**config.mk**
```make
export PLATFORM = sky130hd
export DESIGN_NAME = connection_table_with_free_list_flat
export DESIGN_NICKNAME = d
export VERILOG_FILES = /design/src/rtl/ctfl_pkg.sv /design/src/rtl/ctfl_if.sv /design/src/rtl/ctfl_ram.sv /design/src/rtl/connection_table_with_free_list.sv /design/src/flat_wrapper.sv
export SDC_FILE = /design/constraint.sdc
export NUM_CORES = 2
export LEC_CHECK = 0
export BUFFER_PORTS_ARGS = -buffer_cell sky130_fd_sc_hd__buf_2
export CORE_AREA = 2 2 466 931
export DETAILED_ROUTE_END_ITERATION = 10
export DIE_AREA = 0 0 468 933
export PLACE_DENSITY_LB_ADDON = 0.12
export SLEW_MARGIN = 40
export SYNTH_ARGS = -nofsm -noshare
export SYNTH_HDL_FRONTEND = slang
export SYNTH_MEMORY_MAX_BITS = 65536
export SYNTH_SLANG_ARGS = --single-unit
export TNS_END_PERCENT = 20
```
**constraint.sdc**
```tcl
create_clock -name clk_i -period 7.4 [get_ports clk_i]
set_clock_uncertainty 0.2 [all_clocks]
set_input_delay 0.74 -clock clk_i [delete_from_list [all_inputs] [get_ports clk_i]]
set_output_delay 0.74 -clock clk_i [all_outputs]
set_load 0.05 [all_outputs]
```
**src/rtl/ctfl_pkg.sv**
```systemverilog
// shared types, constants and helpers of the connection table
package ctfl_pkg;

  localparam int unsigned DefTableEntries  = 64;
  localparam int unsigned DefProtocolCount = 4;
  localparam int unsigned DefIdWidth       = $clog2(DefTableEntries);
  localparam int unsigned DefCntWidth      = $clog2(DefTableEntries + 1);

  localparam int unsigned OpWidth     = 2;
  localparam int unsigned ProtoWidth  = 2;
  localparam int unsigned AddrWidth   = 32;
  localparam int unsigned PortWidth   = 16;
  localparam int unsigned StatusWidth = 2;

  localparam logic [AddrWidth-1:0] WildAddr = '1;
  localparam logic [PortWidth-1:0] WildPort = '1;

  typedef enum logic [OpWidth-1:0] {
    OpAlloc   = 2'd0,
    OpFind    = 2'd1,
    OpRelease = 2'd2
  } op_e;

  typedef enum logic [StatusWidth-1:0] {
    StOk       = 2'd0,
    StFull     = 2'd1,
    StNotFound = 2'd2,
    StNotInUse = 2'd3
  } status_e;

  typedef enum logic [3:0] {
    StClear,
    StIdle,
    StAllocRd,
    StAllocOld,
    StFind,
    StRelRd,
    StRelNext,
    StRelPrev,
    StRelFree,
    StRelTail,
    StResp
  } state_e;

  // protocol code folded into the range of the configured protocol count
  function automatic logic [ProtoWidth-1:0] proto_fold(logic [ProtoWidth-1:0] p,
                                                        int unsigned count);
    logic [ProtoWidth-1:0] v;
    v = p;
    for (int k = 0; k < (2 ** ProtoWidth) - 1; k++) begin
      if (int'(v) >= count) v = v - ProtoWidth'(count);
    end
    return v;
  endfunction

endpackage

```
**src/rtl/ctfl_if.sv**
```systemverilog
// request and response channel interfaces of the connection table
interface ctfl_req_if #(
  parameter int unsigned IdW = ctfl_pkg::DefIdWidth
) ();
  import ctfl_pkg::*;

  logic                  valid;
  logic                  ready;
  logic [OpWidth-1:0]    op;
  logic [ProtoWidth-1:0] protocol;
  logic [AddrWidth-1:0]  remote_addr;
  logic [PortWidth-1:0]  remote_port;
  logic [IdW-1:0]        conn_id;

  modport source (output valid, op, protocol, remote_addr, remote_port, conn_id,
                  input ready);
  modport sink (input valid, op, protocol, remote_addr, remote_port, conn_id,
                output ready);
endinterface

interface ctfl_rsp_if #(
  parameter int unsigned IdW  = ctfl_pkg::DefIdWidth,
  parameter int unsigned CntW = ctfl_pkg::DefCntWidth
) ();
  import ctfl_pkg::*;

  logic                   valid;
  logic                   ready;
  logic [StatusWidth-1:0] status;
  logic [IdW-1:0]         result_id;
  logic [CntW-1:0]        free_count;

  modport source (output valid, status, result_id, free_count, input ready);
  modport sink (input valid, status, result_id, free_count, output ready);
endinterface

```
**src/rtl/ctfl_ram.sv**
```systemverilog
// generic single write port ram with registered read
module ctfl_ram #(
  parameter int unsigned Width = 8,
  parameter int unsigned Depth = 64
) (
  input  logic                     clk_i,
  input  logic                     we_i,
  input  logic [$clog2(Depth)-1:0] waddr_i,
  input  logic [Width-1:0]         wdata_i,
  input  logic [$clog2(Depth)-1:0] raddr_i,
  output logic [Width-1:0]         rdata_o
);

  logic [Width-1:0] mem_q [Depth];
  logic [Width-1:0] rdata_q;

  always_ff @(posedge clk_i) begin
    if (we_i) begin
      mem_q[waddr_i] <= wdata_i;
    end
    rdata_q <= mem_q[raddr_i];
  end

  assign rdata_o = rdata_q;

endmodule

```
**src/rtl/connection_table_with_free_list.sv**
```systemverilog
// connection table top level: entry store, free list and per-protocol lists
//
// A table of TABLE_ENTRIES connection entries. Free entries form a FIFO free
// list (allocate takes its head, release appends at its tail); each used entry
// holds protocol, remote address and remote port and is pushed at the head of
// its protocol's doubly linked list. Find walks that list newest to oldest and
// returns the first entry whose stored port and address match, a stored
// all-ones value matching anything. Entry data lives in one ram and the
// prev/next links in a second; both have a registered read, so every link
// update is a read followed by a write and the sequencer orders the steps so
// that no read ever overlaps a pending write of the same entry. One request is
// worked on at a time. The find walk visits at most TABLE_ENTRIES entries, the
// link ram delivering one entry per cycle. A finished response waits in an
// output register, loading the next one waits while an earlier response there
// is still unaccepted, and the block is ready for the next request in the
// cycle after the response is loaded. After reset the block sweeps both rams
// to build the initial free list before the first request is accepted.
module connection_table_with_free_list #(
  parameter int unsigned TABLE_ENTRIES  = ctfl_pkg::DefTableEntries,
  parameter int unsigned PROTOCOL_COUNT = ctfl_pkg::DefProtocolCount
) (
  input  logic       clk_i,
  input  logic       rst_ni,
  ctfl_req_if.sink   req_i,
  ctfl_rsp_if.source rsp_o
);
  import ctfl_pkg::*;

  // widths: entry index, link (entry index or null), protocol list index
  localparam int unsigned IdW   = $clog2(TABLE_ENTRIES);
  localparam int unsigned LinkW = $clog2(TABLE_ENTRIES + 1);
  localparam int unsigned PW    = (PROTOCOL_COUNT > 1) ? $clog2(PROTOCOL_COUNT) : 1;

  // null link is the table size
  localparam logic [LinkW-1:0] Nil     = LinkW'(TABLE_ENTRIES);
  localparam logic [IdW-1:0]   LastIdx = IdW'(TABLE_ENTRIES - 1);

  typedef struct packed {
    logic                 used;
    logic [PW-1:0]        proto;
    logic [AddrWidth-1:0] addr;
    logic [PortWidth-1:0] port;
  } node_t;

  typedef struct packed {
    logic [LinkW-1:0] prev;
    logic [LinkW-1:0] next;
  } link_t;

  function automatic logic is_entry(logic [LinkW-1:0] x);
    return x < Nil;
  endfunction

  function automatic logic [IdW-1:0] idx(logic [LinkW-1:0] x);
    return x[IdW-1:0];
  endfunction

  // sequencer and free list state
  state_e            state_q, state_d;
  logic [IdW-1:0]    clr_q, clr_d;
  logic [LinkW-1:0]  free_head_q, free_head_d;
  logic [LinkW-1:0]  free_tail_q, free_tail_d;
  logic [LinkW-1:0]  free_cnt_q, free_cnt_d;
  logic [LinkW-1:0]  list_head_q [PROTOCOL_COUNT];
  logic [LinkW-1:0]  list_head_d [PROTOCOL_COUNT];

  // request being worked on
  logic [PW-1:0]        proto_q, proto_d;
  logic [AddrWidth-1:0] addr_q, addr_d;
  logic [PortWidth-1:0] port_q, port_d;
  logic [IdW-1:0]       cur_q, cur_d;     // entry allocated, visited or released
  logic [LinkW-1:0]     p_q, p_d;         // neighbors of a released entry, or old head
  logic [LinkW-1:0]     n_q, n_d;
  logic [LinkW-1:0]     steps_q, steps_d; // entries visited by the find walk
  status_e              res_status_q, res_status_d;
  logic [IdW-1:0]       res_id_q, res_id_d;

  // response register
  logic             rsp_valid_q, rsp_valid_d;
  status_e          rsp_status_q, rsp_status_d;
  logic [IdW-1:0]   rsp_id_q, rsp_id_d;
  logic [LinkW-1:0] rsp_cnt_q, rsp_cnt_d;

  // ram ports
  logic           a_we, b_we;
  logic [IdW-1:0] a_waddr, a_raddr, b_waddr, b_raddr;
  node_t          a_wdata, a_rdata;
  link_t          b_wdata, b_rdata;

  // request decode
  op_e           req_op;
  logic [PW-1:0] req_proto;
  logic          req_fire;
  logic          alloc_ok;
  logic          cid_ok;
  logic          find_match;
  logic          resp_load;

  assign req_op    = op_e'(req_i.op);
  assign req_proto = PW'(proto_fold(req_i.protocol, PROTOCOL_COUNT));
  assign req_fire  = req_i.valid && req_i.ready;
  assign alloc_ok  = (free_cnt_q != '0) && is_entry(free_head_q);
  assign cid_ok    = LinkW'(req_i.conn_id) < Nil;
  assign resp_load = (state_q == StResp) && (!rsp_valid_q || rsp_o.ready);

  // stored all-ones acts as wildcard on either field
  assign find_match = ((a_rdata.port == WildPort) || (a_rdata.port == port_q)) &&
                      ((a_rdata.addr == WildAddr) || (a_rdata.addr == addr_q));

  assign req_i.ready = (state_q == StIdle);

  assign rsp_o.valid      = rsp_valid_q;
  assign rsp_o.status     = rsp_status_q;
  assign rsp_o.result_id  = rsp_id_q;
  assign rsp_o.free_count = rsp_cnt_q;

  // entry data ram: used flag, protocol, remote address and port
  ctfl_ram #(
    .Width ($bits(node_t)),
    .Depth (TABLE_ENTRIES)
  ) u_node_ram (
    .clk_i   (clk_i),
    .we_i    (a_we),
    .waddr_i (a_waddr),
    .wdata_i (a_wdata),
    .raddr_i (a_raddr),
    .rdata_o (a_rdata)
  );

  // link ram: prev and next of every entry, shared by free and protocol lists
  ctfl_ram #(
    .Width ($bits(link_t)),
    .Depth (TABLE_ENTRIES)
  ) u_link_ram (
    .clk_i   (clk_i),
    .we_i    (b_we),
    .waddr_i (b_waddr),
    .wdata_i (b_wdata),
    .raddr_i (b_raddr),
    .rdata_o (b_rdata)
  );

  // next state
  always_comb begin
    state_d = state_q;
    case (state_q)
      StClear: begin
        if (clr_q == LastIdx) state_d = StIdle;
      end
      StIdle: begin
        if (req_fire) begin
          case (req_op)
            OpAlloc:   state_d = alloc_ok ? StAllocRd : StResp;
            OpFind:    state_d = is_entry(list_head_q[req_proto]) ? StFind : StResp;
            OpRelease: state_d = cid_ok ? StRelRd : StResp;
            default:   state_d = StResp;
          endcase
        end
      end
      StAllocRd: begin
        state_d = is_entry(list_head_q[proto_q]) ? StAllocOld : StResp;
      end
      StAllocOld: state_d = StResp;
      StFind: begin
        if (find_match || !is_entry(b_rdata.next) || (steps_q == Nil)) begin
          state_d = StResp;
        end
      end
      StRelRd: begin
        if (!a_rdata.used) begin
          state_d = StResp;
        end else if (is_entry(b_rdata.next)) begin
          state_d = StRelNext;
        end else if (is_entry(b_rdata.prev)) begin
          state_d = StRelPrev;
        end else begin
          state_d = StRelFree;
        end
      end
      StRelNext: state_d = is_entry(p_q) ? StRelPrev : StRelFree;
      StRelPrev: state_d = StRelFree;
      StRelFree: begin
        state_d = ((free_cnt_q == '0) || !is_entry(free_tail_q)) ? StResp : StRelTail;
      end
      StRelTail: state_d = StResp;
      StResp: begin
        if (!rsp_valid_q || rsp_o.ready) state_d = StIdle;
      end
      default: state_d = StIdle;
    endcase
  end

  // datapath and ram accesses
  always_comb begin
    clr_d        = clr_q;
    free_head_d  = free_head_q;
    free_tail_d  = free_tail_q;
    free_cnt_d   = free_cnt_q;
    list_head_d  = list_head_q;
    proto_d      = proto_q;
    addr_d       = addr_q;
    port_d       = port_q;
    cur_d        = cur_q;
    p_d          = p_q;
    n_d          = n_q;
    steps_d      = steps_q;
    res_status_d = res_status_q;
    res_id_d     = res_id_q;
    rsp_status_d = rsp_status_q;
    rsp_id_d     = rsp_id_q;
    rsp_cnt_d    = rsp_cnt_q;
    rsp_valid_d  = rsp_o.ready ? 1'b0 : rsp_valid_q;

    a_we    = 1'b0;
    a_waddr = cur_q;
    a_wdata = '0;
    a_raddr = cur_q;
    b_we    = 1'b0;
    b_waddr = cur_q;
    b_wdata = '0;
    b_raddr = cur_q;

    case (state_q)
      StClear: begin
        // initial free list: every entry unused, chained in index order
        clr_d   = clr_q + IdW'(1);
        a_we    = 1'b1;
        a_waddr = clr_q;
        b_we    = 1'b1;
        b_waddr = clr_q;
        b_wdata = '{prev: Nil,
                    next: (clr_q == LastIdx) ? Nil : (LinkW'(clr_q) + LinkW'(1))};
      end
      StIdle: begin
        if (req_fire) begin
          proto_d      = req_proto;
          addr_d       = req_i.remote_addr;
          port_d       = req_i.remote_port;
          res_status_d = StOk;
          res_id_d     = '0;
          case (req_op)
            OpAlloc: begin
              if (alloc_ok) begin
                cur_d    = idx(free_head_q);
                res_id_d = idx(free_head_q);
                b_raddr  = idx(free_head_q);
              end else begin
                res_status_d = StFull;
              end
            end
            OpFind: begin
              if (is_entry(list_head_q[req_proto])) begin
                cur_d   = idx(list_head_q[req_proto]);
                a_raddr = idx(list_head_q[req_proto]);
                b_raddr = idx(list_head_q[req_proto]);
                steps_d = LinkW'(1);
              end else begin
                res_status_d = StNotFound;
              end
            end
            OpRelease: begin
              if (cid_ok) begin
                cur_d   = req_i.conn_id;
                a_raddr = req_i.conn_id;
                b_raddr = req_i.conn_id;
              end else begin
                res_status_d = StNotInUse;
              end
            end
            default: ;
          endcase
        end
      end
      StAllocRd: begin
        // take the free head, push the entry in front of its protocol list
        free_cnt_d = free_cnt_q - LinkW'(1);
        if (free_cnt_q == LinkW'(1)) begin
          free_head_d = Nil;
          free_tail_d = Nil;
        end else begin
          free_head_d = b_rdata.next;
        end
        a_we    = 1'b1;
        a_wdata = '{used: 1'b1, proto: proto_q, addr: addr_q, port: port_q};
        b_we    = 1'b1;
        b_wdata = '{prev: Nil, next: list_head_q[proto_q]};
        n_d     = list_head_q[proto_q];
        b_raddr = idx(list_head_q[proto_q]);
        list_head_d[proto_q] = LinkW'(cur_q);
      end
      StAllocOld: begin
        // old list head now points back at the new entry
        b_we    = 1'b1;
        b_waddr = idx(n_q);
        b_wdata = '{prev: LinkW'(cur_q), next: b_rdata.next};
      end
      StFind: begin
        if (find_match) begin
          res_status_d = StOk;
          res_id_d     = cur_q;
        end else if (!is_entry(b_rdata.next) || (steps_q == Nil)) begin
          res_status_d = StNotFound;
          res_id_d     = '0;
        end else begin
          cur_d   = idx(b_rdata.next);
          a_raddr = idx(b_rdata.next);
          b_raddr = idx(b_rdata.next);
          steps_d = steps_q + LinkW'(1);
        end
      end
      StRelRd: begin
        if (!a_rdata.used) begin
          res_status_d = StNotInUse;
        end else begin
          p_d     = b_rdata.prev;
          n_d     = b_rdata.next;
          proto_d = a_rdata.proto;
          a_we    = 1'b1;
          b_we    = 1'b1;
          b_wdata = '{prev: Nil, next: Nil};
          if (!is_entry(b_rdata.prev)) begin
            list_head_d[a_rdata.proto] = b_rdata.next;
          end
          b_raddr = is_entry(b_rdata.next) ? idx(b_rdata.next) : idx(b_rdata.prev);
        end
      end
      StRelNext: begin
        b_we    = 1'b1;
        b_waddr = idx(n_q);
        b_wdata = '{prev: p_q, next: b_rdata.next};
        b_raddr = idx(p_q);
      end
      StRelPrev: begin
        b_we    = 1'b1;
        b_waddr = idx(p_q);
        b_wdata = '{prev: b_rdata.prev, next: n_q};
      end
      StRelFree: begin
        // append to the free list tail, or restart an empty free list
        free_cnt_d = free_cnt_q + LinkW'(1);
        if ((free_cnt_q == '0) || !is_entry(free_tail_q)) begin
          free_head_d = LinkW'(cur_q);
          free_tail_d = LinkW'(cur_q);
        end else begin
          b_raddr = idx(free_tail_q);
        end
      end
      StRelTail: begin
        b_we        = 1'b1;
        b_waddr     = idx(free_tail_q);
        b_wdata     = '{prev: b_rdata.prev, next: LinkW'(cur_q)};
        free_tail_d = LinkW'(cur_q);
      end
      StResp: begin
        if (resp_load) begin
          rsp_valid_d  = 1'b1;
          rsp_status_d = res_status_q;
          rsp_id_d     = res_id_q;
          rsp_cnt_d    = free_cnt_q;
        end
      end
      default: ;
    endcase
  end

  // control state
  always_ff @(posedge clk_i or negedge rst_ni) begin
    if (!rst_ni) begin
      state_q     <= StClear;
      clr_q       <= '0;
      free_head_q <= '0;
      free_tail_q <= LinkW'(TABLE_ENTRIES - 1);
      free_cnt_q  <= Nil;
      rsp_valid_q <= 1'b0;
      for (int i = 0; i < PROTOCOL_COUNT; i++) begin
        list_head_q[i] <= Nil;
      end
    end else begin
      state_q     <= state_d;
      clr_q       <= clr_d;
      free_head_q <= free_head_d;
      free_tail_q <= free_tail_d;
      free_cnt_q  <= free_cnt_d;
      rsp_valid_q <= rsp_valid_d;
      list_head_q <= list_head_d;
    end
  end

  // payload registers
  always_ff @(posedge clk_i) begin
    proto_q      <= proto_d;
    addr_q       <= addr_d;
    port_q       <= port_d;
    cur_q        <= cur_d;
    p_q          <= p_d;
    n_q          <= n_d;
    steps_q      <= steps_d;
    res_status_q <= res_status_d;
    res_id_q     <= res_id_d;
    rsp_status_q <= rsp_status_d;
    rsp_id_q     <= rsp_id_d;
    rsp_cnt_q    <= rsp_cnt_d;
  end

`ifndef SYNTH
  // free count stays within the table
  assert property (@(posedge clk_i) disable iff (!rst_ni)
    free_cnt_q <= Nil)
    else $error("free count exceeds table size");

  // an empty free list and a null free head go together between requests
  assert property (@(posedge clk_i) disable iff (!rst_ni)
    (state_q == StIdle) |-> ((free_cnt_q == '0) == (free_head_q == Nil)))
    else $error("free head and free count disagree");

  // failed requests report entry zero
  assert property (@(posedge clk_i) disable iff (!rst_ni)
    (rsp_valid_q && (rsp_status_q != StOk)) |-> (rsp_id_q == '0))
    else $error("nonzero id on failed request");

  // find walk visits at least one and at most all entries
  assert property (@(posedge clk_i) disable iff (!rst_ni)
    (state_q == StFind) |-> ((steps_q != '0) && (steps_q <= Nil)))
    else $error("find walk step count out of range");

  // a released entry always returns one free slot
  assert property (@(posedge clk_i) disable iff (!rst_ni)
    (state_q == StRelFree) |=> (free_cnt_q == $past(free_cnt_q) + LinkW'(1)))
    else $error("release did not return a free entry");
`endif

endmodule
```
**src/flat_wrapper.sv**
```systemverilog
// flat-port wrapper written by rule: the top's interface ports become plain ports
module connection_table_with_free_list_flat import ctfl_pkg::*;
#(
  parameter int unsigned TABLE_ENTRIES  = ctfl_pkg::DefTableEntries,
  parameter int unsigned PROTOCOL_COUNT = ctfl_pkg::DefProtocolCount
)
  (clk_i, rst_ni, req_i_valid, req_i_op, req_i_protocol, req_i_remote_addr, req_i_remote_port, req_i_conn_id, req_i_ready, rsp_o_valid, rsp_o_status, rsp_o_result_id, rsp_o_free_count, rsp_o_ready);
  ctfl_req_if req_i_i ();
  ctfl_rsp_if rsp_o_i ();
  input  logic clk_i;
  input  logic rst_ni;
  input wire logic [$bits(req_i_i.valid)-1:0] req_i_valid;
  input wire logic [$bits(req_i_i.op)-1:0] req_i_op;
  input wire logic [$bits(req_i_i.protocol)-1:0] req_i_protocol;
  input wire logic [$bits(req_i_i.remote_addr)-1:0] req_i_remote_addr;
  input wire logic [$bits(req_i_i.remote_port)-1:0] req_i_remote_port;
  input wire logic [$bits(req_i_i.conn_id)-1:0] req_i_conn_id;
  output wire logic [$bits(req_i_i.ready)-1:0] req_i_ready;
  output wire logic [$bits(rsp_o_i.valid)-1:0] rsp_o_valid;
  output wire logic [$bits(rsp_o_i.status)-1:0] rsp_o_status;
  output wire logic [$bits(rsp_o_i.result_id)-1:0] rsp_o_result_id;
  output wire logic [$bits(rsp_o_i.free_count)-1:0] rsp_o_free_count;
  input wire logic [$bits(rsp_o_i.ready)-1:0] rsp_o_ready;
  assign req_i_i.valid = req_i_valid;
  assign req_i_i.op = req_i_op;
  assign req_i_i.protocol = req_i_protocol;
  assign req_i_i.remote_addr = req_i_remote_addr;
  assign req_i_i.remote_port = req_i_remote_port;
  assign req_i_i.conn_id = req_i_conn_id;
  assign req_i_ready = req_i_i.ready;
  assign rsp_o_valid = rsp_o_i.valid;
  assign rsp_o_status = rsp_o_i.status;
  assign rsp_o_result_id = rsp_o_i.result_id;
  assign rsp_o_free_count = rsp_o_i.free_count;
  assign rsp_o_i.ready = rsp_o_ready;
  connection_table_with_free_list #(.TABLE_ENTRIES(TABLE_ENTRIES), .PROTOCOL_COUNT(PROTOCOL_COUNT)) u_core (.clk_i(clk_i), .rst_ni(rst_ni), .req_i(req_i_i), .rsp_o(rsp_o_i));
endmodule
```
# ---- After elaboration in Yosys (flattened, before gate mapping)
# Memories as Yosys holds them, arrays and structs flattened. A register that Yosys moved wholly into a read port is not among the register bits.
# Index checks and enable logic that the tools add are counted.
dict set report op_classes {
  n_mux 90
  eq_ne 33
  bitwise 3
  n_lt_le_gt_ge 12
  n_addsub 5
  n_reduce_logical 42
}
# operator n
set ops {}
lappend ops {{7-bit 2-to-1 mux} 16}
lappend ops {{14-bit case mux with 7 select lines} 1}
lappend ops {{6-bit 2-to-1 mux} 15}
lappend ops {{28-bit bitwise mux} 2}
lappend ops {{28-bit 2-to-1 mux} 2}
lappend ops {{28-bit case mux with 2 select lines} 1}
lappend ops {{7-bit case mux with 2 select lines} 4}
lappend ops {{51-bit 2-to-1 mux} 1}
lappend ops {{7-bit less-than comparator (second input constant)} 7}
lappend ops {{6-bit case mux with 2 select lines} 4}
lappend ops {{4-bit 2-to-1 mux} 11}
lappend ops {{4-bit case mux with 10 select lines} 1}
lappend ops {{6-bit case mux with 6 select lines} 1}
lappend ops {{32-bit == test} 1}
lappend ops {{32-bit == test (second input constant)} 1}
lappend ops {{7-bit binary-select mux with 2-bit select} 2}
lappend ops {{7-bit demux with 2-bit select} 2}
lappend ops {{6-bit case mux with 4 select lines} 1}
lappend ops {{7-bit case mux with 3 select lines} 1}
lappend ops {{2-bit != test (second input constant)} 9}
lappend ops {{6-bit case mux with 3 select lines} 1}
lappend ops {{16-bit == test} 1}
lappend ops {{16-bit == test (second input constant)} 1}
lappend ops {{4-bit by 3-bit == test with 1-bit output (second input constant)} 4}
lappend ops {{other kinds (39)} 95}
dict set report totals {
  inputBits 62
  memories 2
  ff_bits 160
  word_cells 209
  mem_bits_rw 4160
}
# memory depth width rd rd_clocked_by_memory_dff wr line_no
set mem_list {}
lappend mem_list {u_core.u_node_ram.mem_q 64 51 1 1 1 ctfl_ram.sv:14} ;# logic [Width-1:0] mem_q [Depth];
lappend mem_list {u_core.u_link_ram.mem_q 64 14 1 1 1 ctfl_ram.sv:14}

# ---- Logic depth before layout (Yosys ltp)
dict set report depth {
  depth_word 9
  mapped_depth 18
  depth_no_buf 14
}

# ---- Hierarchy
# Synthesis repeated with hierarchy kept, for this count alone.
dict set report hier_totals {
  cells_unflattened 7686
  area_unflattened_um2 169166.0
}
# module area_each_um2 n_inst cells_per_inst
set modules_own_cells {}
lappend modules_own_cells {{ctfl_ram at u_core.u_node_ram} 124619.5 1 5186}
lappend modules_own_cells {{ctfl_ram at u_core.u_link_ram} 34958.5 1 1550}
lappend modules_own_cells {connection_table_with_free_list 9587.9 1 950}

# ---- Least setup slack after synthesis
# Ideal clock, no wire load.
dict set report synth_timing {
  path_type {register -> register}
  startpoint {register u_core.state_q[0]}
  endpoint {memory u_core.u_link_ram.mem_q[0][6] (netlist bit), data pin}
  setup_time_ps 1008
  arrival_ps 5285
  path_buffers 2
  stages_incl_launch_ff 6
  synth_period_minus_slack_ps 6493
  required_time_ps 6192
  slack_ps 907
  cell_sequence {dfrtp_1 -> clkbuf_1 -> buf_2 -> nor2_1 -> nand2_1 -> o311ai_0}
}
# item line_no
set synth_rtl {}
lappend synth_rtl {{start: declaration} connection_table_with_free_list.sv:59} ;# state_e state_q, state_d;
lappend synth_rtl {{start signal: assignment} connection_table_with_free_list.sv:369} ;# state_q <= StClear;
lappend synth_rtl {{start signal: assignment} connection_table_with_free_list.sv:379} ;# state_q <= state_d;
lappend synth_rtl {{end: declaration} ctfl_ram.sv:14}

# ---- Worst setup path after layout
dict set report layout_timing {
  startpoint {register u_core.u_node_ram.rdata_q[22], in the netlist u_core.u_node_ram.rdata_o[22] (read register of u_core.u_node_ram.mem_q)}
  endpoint {register u_core.u_node_ram.rdata_q[2], in the netlist u_core.u_node_ram.rdata_o[2] (read register of u_core.u_node_ram.mem_q)}
}
dict set report layout_via {
  elab_chain_len 5
}
# item line_no
set layout_lines {}
lappend layout_lines {{start: declaration} ctfl_ram.sv:15} ;# logic [Width-1:0] rdata_q;
lappend layout_lines {{32-bit == test} connection_table_with_free_list.sv:108} ;# ((a_rdata.addr == WildAddr) || (a_rdata.addr == addr_q));
lappend layout_lines {{1-bit logical OR *} connection_table_with_free_list.sv:108}
lappend layout_lines {{1-bit logical AND *} connection_table_with_free_list.sv:107} ;# assign find_match = ((a_rdata.port == WildPort) || (a_rdata.port == port_q)) &&
lappend layout_lines {{6-bit 2-to-1 mux *} connection_table_with_free_list.sv:298} ;# if (find_match) begin
lappend layout_lines {{6-bit case mux with 2 select lines *} connection_table_with_free_list.sv:223} ;# case (state_q)
# Every way passes the cells marked *; elsewhere a longest branch is shown, timed or not.
# A chain may end at the register's enable or synchronous reset.

==> impl_metrics.json <==
{
  "antenna_found_initial": 24,
  "cp_max_fo": 71,
  "grt_max_degree": 139,
  "placed_area_um2": 183000,
  "postCtsSetupBuffers": 0,
  "drt_wl_total_um": 593000,
  "synth_area_per_cell_um2": 13.8,
  "htree_levels": 5,
  "power.density_nw_per_um2": 466,
  "ios": 79,
  "hold_class": "in2reg",
  "worst_path_most_repeated_cell": "nand4_1",
  "place.gp.congestion": 0.853,
  "multi_input_area_um2": 38300,
  "grt_pass1_vias": 103000,
  "globalRouteMet3Util": 0.0357,
  "run_status": "finished, final reports clean",
  "drt_iter0_drc": 13900,
  "power.total_uw": 91700,
  "p_leak_uw": 0.0666,
  "rows": 341,
  "ant_nets": 0,
  "critical_path.endpoint_type": "flop",
  "setup_viol": 0,
  "top_usage_layer": "met2",
  "worstSkewPairLatency_ns": 0.98,
  "min_path_cells": 3,
  "grtUsageMet2": 0.425,
  "critPathLaunchType": "flop",
  "drv_slew": 0,
  "grt_setup_unrepaired": "no",
  "drive_gt1_frac": 0.111,
  "synth_seq_cells": 4385,
  "critPathSlowestCell": "dfxtp_1",
  "grt_first_pass_wirelength_um": 824000,
  "fin_util": 0.458,
  "maxCapViolCount": 0,
  "nets": 12700,
  "synthArstFlopShare": 0.0137,
  "ir_drop_mv": 0.633,
  "max-slew-margin-rel": 0.388,
  "cts_root_buffer": "clkbuf_16",
  "cts_buffers": 400,
  "synth_cell_type_count": 83,
  "syn_inst": 12400,
  "initial_core_util": 0.398,
  "wl_per_cell_um": 31.7,
  "track_usage": 0.265,
  "stdcell_count": 18700,
  "synth_nets": 12400,
  "n_fill_cell": 38000,
  "vias": 109000,
  "coreArea_um2": 430000,
  "period_minus_slack_ns": 6.45,
  "viasPerCell": 5.85,
  "yosysWarnings": 0,
  "ys.flop_type": "edfxtp_1",
  "fin_setup_tns_ns": 0,
  "drtPass1Iterations": 6,
  "cp_cell_sequence": "nand4_1, or4_1, nor2_1, buf_4, a21oi_1, nor3_2, a221o_4, buf_12, buf_4, mux2i_1, a32oi_1, nand4_1, nand4_1, or4_1",
  "grt_overflow_total": 0,
  "fin_area_um2": 197000,
  "critPathArrivalTime_ns": 7.02,
  "grt_use_met1": 0.375,
  "hpwl_um": 330000,
  "ff2ff_path_depth": 14,
  "ys_seq_area_frac": 0.763,
  "cts.sinks": 4385,
  "die_area_um2": 437000,
  "worst_pin_slew_ns": 0.913,
  "syn-cell-area_um2": 171000,
  "clockBufferDepth": 4,
  "fmax_mhz": 155,
  "dp.cells": 17900,
  "cp.required_ns": 7.97,
  "drc": 0,
  "hold_viol_final": 0,
  "portBuffers": 78,
  "path_clk_slew_ns": 0.07,
  "die_w_um": 468,
  "dieHeight_um": 933,
  "crit_type": "reg2reg",
  "cts-resized-gates": 0,
  "seqCellArea_um2": 131000,
  "cp_slowest_stage_delay_ns": 0.70,
  "cts_tree": "yes",
  "synth_edf_count": 4260,
  "area_growth_syn_to_layout_pct": 15.0,
  "finalCritPeriodShare": 0.872
}
[cell type report]
cell class              instances  share of cell area
clock inverters               223              0.0139
well taps                    5659              0.0360
repair buffers                654              0.0364
clock buffers                 515              0.0545
inverters                      32            0.000629
diodes                         19            0.000241
flip-flops and latches       4385               0.664
multi-input cells            7189               0.195
[Yosys cell counts, types with 10 or more instances]
| cell | count | area [µm²] |
|---|---|---|
| nand3_1 | 1193 | 5970 |
| mux2i_1 | 388 | 3880 |
| xnor2_1 | 57 | 499 |
| ha_1 | 10 | 125 |
| dfstp_2 | 11 | 289 |
| and3_1 | 47 | 294 |
| a222oi_1 | 17 | 170 |
| a31oi_1 | 162 | 1010 |
| and2_1 | 70 | 438 |
| nand2b_1 | 15 | 93.8 |
| nor3_1 | 14 | 70.1 |
| clkbuf_1 | 528 | 1980 |
| buf_4 | 13 | 97.6 |
| nor2_1 | 207 | 777 |
| a2111oi_0 | 14 | 123 |
| or4_1 | 69 | 518 |
| edfxtp_1 | 4260 | 128000 |
| xor2_1 | 12 | 105 |
| dfrtp_1 | 49 | 1230 |
| buf_1 | 64 | 240 |
| buf_2 | 152 | 761 |
| a21oi_1 | 135 | 676 |
| mux4_2 | 14 | 315 |
| nand2_1 | 3604 | 13500 |
| or3_1 | 32 | 200 |
| o22ai_1 | 24 | 150 |
| o21a_1 | 27 | 203 |
| nand4_1 | 517 | 3230 |
| o21ai_0 | 31 | 155 |
| inv_1 | 30 | 113 |
| a32oi_1 | 348 | 3050 |
| dfxtp_1 | 65 | 1300 |
| o31ai_1 | 17 | 128 |
| o221ai_1 | 27 | 236 |
[cells by family (layout without fill, tap and decap cells)]
group	Yosys count	in the layout	synth area share
AOI/OAI and AO/OA	889	889	0.0393
xor gates and xnor gates	69	69	0.00353
adders and majority gates	10	10	0.000730
buffers and inverters	799	1424	0.0193
DFF	4385	4385	0.763
muxes	410	410	0.0251
other	0	19	0
and+or+nand+nor	5811	5811	0.149
[path summary, 6_finish.rpt]
check	slack, ns	end	from
min in group asynchronous	0.22	u_core.list_head_q[22]	rst_ni
max in group asynchronous	6.33	u_core.clr_q[5]	rst_ni
worst min register to register	0.24	u_core.rsp_o.result_id[0]	u_core.res_id_q[0]
worst max register to register	0.95	u_core.u_node_ram.rdata_o[2]	u_core.u_node_ram.rdata_o[22]
worst max-delay path	0.95	u_core.u_node_ram.rdata_o[2]	u_core.u_node_ram.rdata_o[22]
worst min-delay path	0.12	u_core.proto_q[0]	req_i_protocol[0]
[where the power goes]
| group | switching, µW | internal [µW] | total, µW | leakage [µW] |
|---|---|---|---|---|
| logic | 27300 | 10500 | 37800 | 0.0195 |
| registers | 1230 | 30900 | 32100 | 0.0405 |
| clock network | 9570 | 12200 | 21800 | 0.00654 |
[cells in the final DEF, fill, tap and decap left out, drive strengths merged, types with 10 or more instances in the layout]
cell type    netlist  layout
a2111oi           14      14
bufinv             0      54
xnor2             57      57
diode              0      19
and3              47      47
a221oi            17      17
clkbuf           529     515
nor2             209     209
o221ai            28      28
o22ai             24      24
a31oi            162     162
clkinv             0     142
nand3           1194    1194
a21oi            135     135
edfxtp          4260    4260
mux2i            388     388
nor3              14      14
nand4            517     517
o21a              27      27
dfrtp             49      49
or4               69      69
or3               32      32
a222oi            17      17
nand2           3606    3606
mux4              14      14
clkinvlp           0      16
inv               32      43
dfstp             11      11
o31ai             18      18
a32oi            348     348
dfxtp             65      65
and2              70      70
ha                10      10
xor2              12      12
o21ai             34      34
nand2b            15      15
dlygate4sd3        0      51
buf              238     603
[state kept, by name, indices dropped and copies added, names as in the netlist, 4 cells and up]
signal	count
u_core.u_node_ram.mem_q	3264
u_core.u_link_ram.mem_q	896
u_core.u_node_ram.rdata_o	51
u_core.addr_q	32
u_core.list_head_q	28
u_core.port_q	16
u_core.u_link_ram.rdata_o	14
u_core.free_cnt_q	7
u_core.free_head_q	7
u_core.free_tail_q	7
u_core.n_q	7
u_core.p_q	7
u_core.rsp_o.free_count	7
u_core.steps_q	7
u_core.clr_q	6
u_core.cur_q	6
u_core.res_id_q	6
u_core.rsp_o.result_id	6
u_core.state_q	4
[stage by stage]
| stage | hold WS, ns | setup WS [ns] |
|---|---|---|
| after floorplan | 0.200 | 0.907 |
| after global placement | 0.207 | 0.631 |
| after detailed placement | 0.237 | 1.03 |
| after CTS | 0.0371 | 1.02 |
| after global routing | 0.0694 | 0.958 |
| final | 0.118 | 0.948 |
[worst max-delay path, delay by kind of cell (launching register included)]
family	cells	cell delay, ns
flops	1	0.70
simple gates	7	3.21
compound gates	3	0.66
mux	1	0.24
buf+inv	3	1.07
[metal layers]
layer  up-vias  routed length, µm
li1      46800                  -
met1     56800             249000
met2      4801             279000
met3       889              44000
met4         0              20500
met5         -                  0
[what timing repair did]
item                                    4_1_cts  5_1_grt
endpoints found under the setup margin        0        0
hold buffers                                 51        0
hold endpoints to repair                     99        0
(Power assumes the default switching activity.)
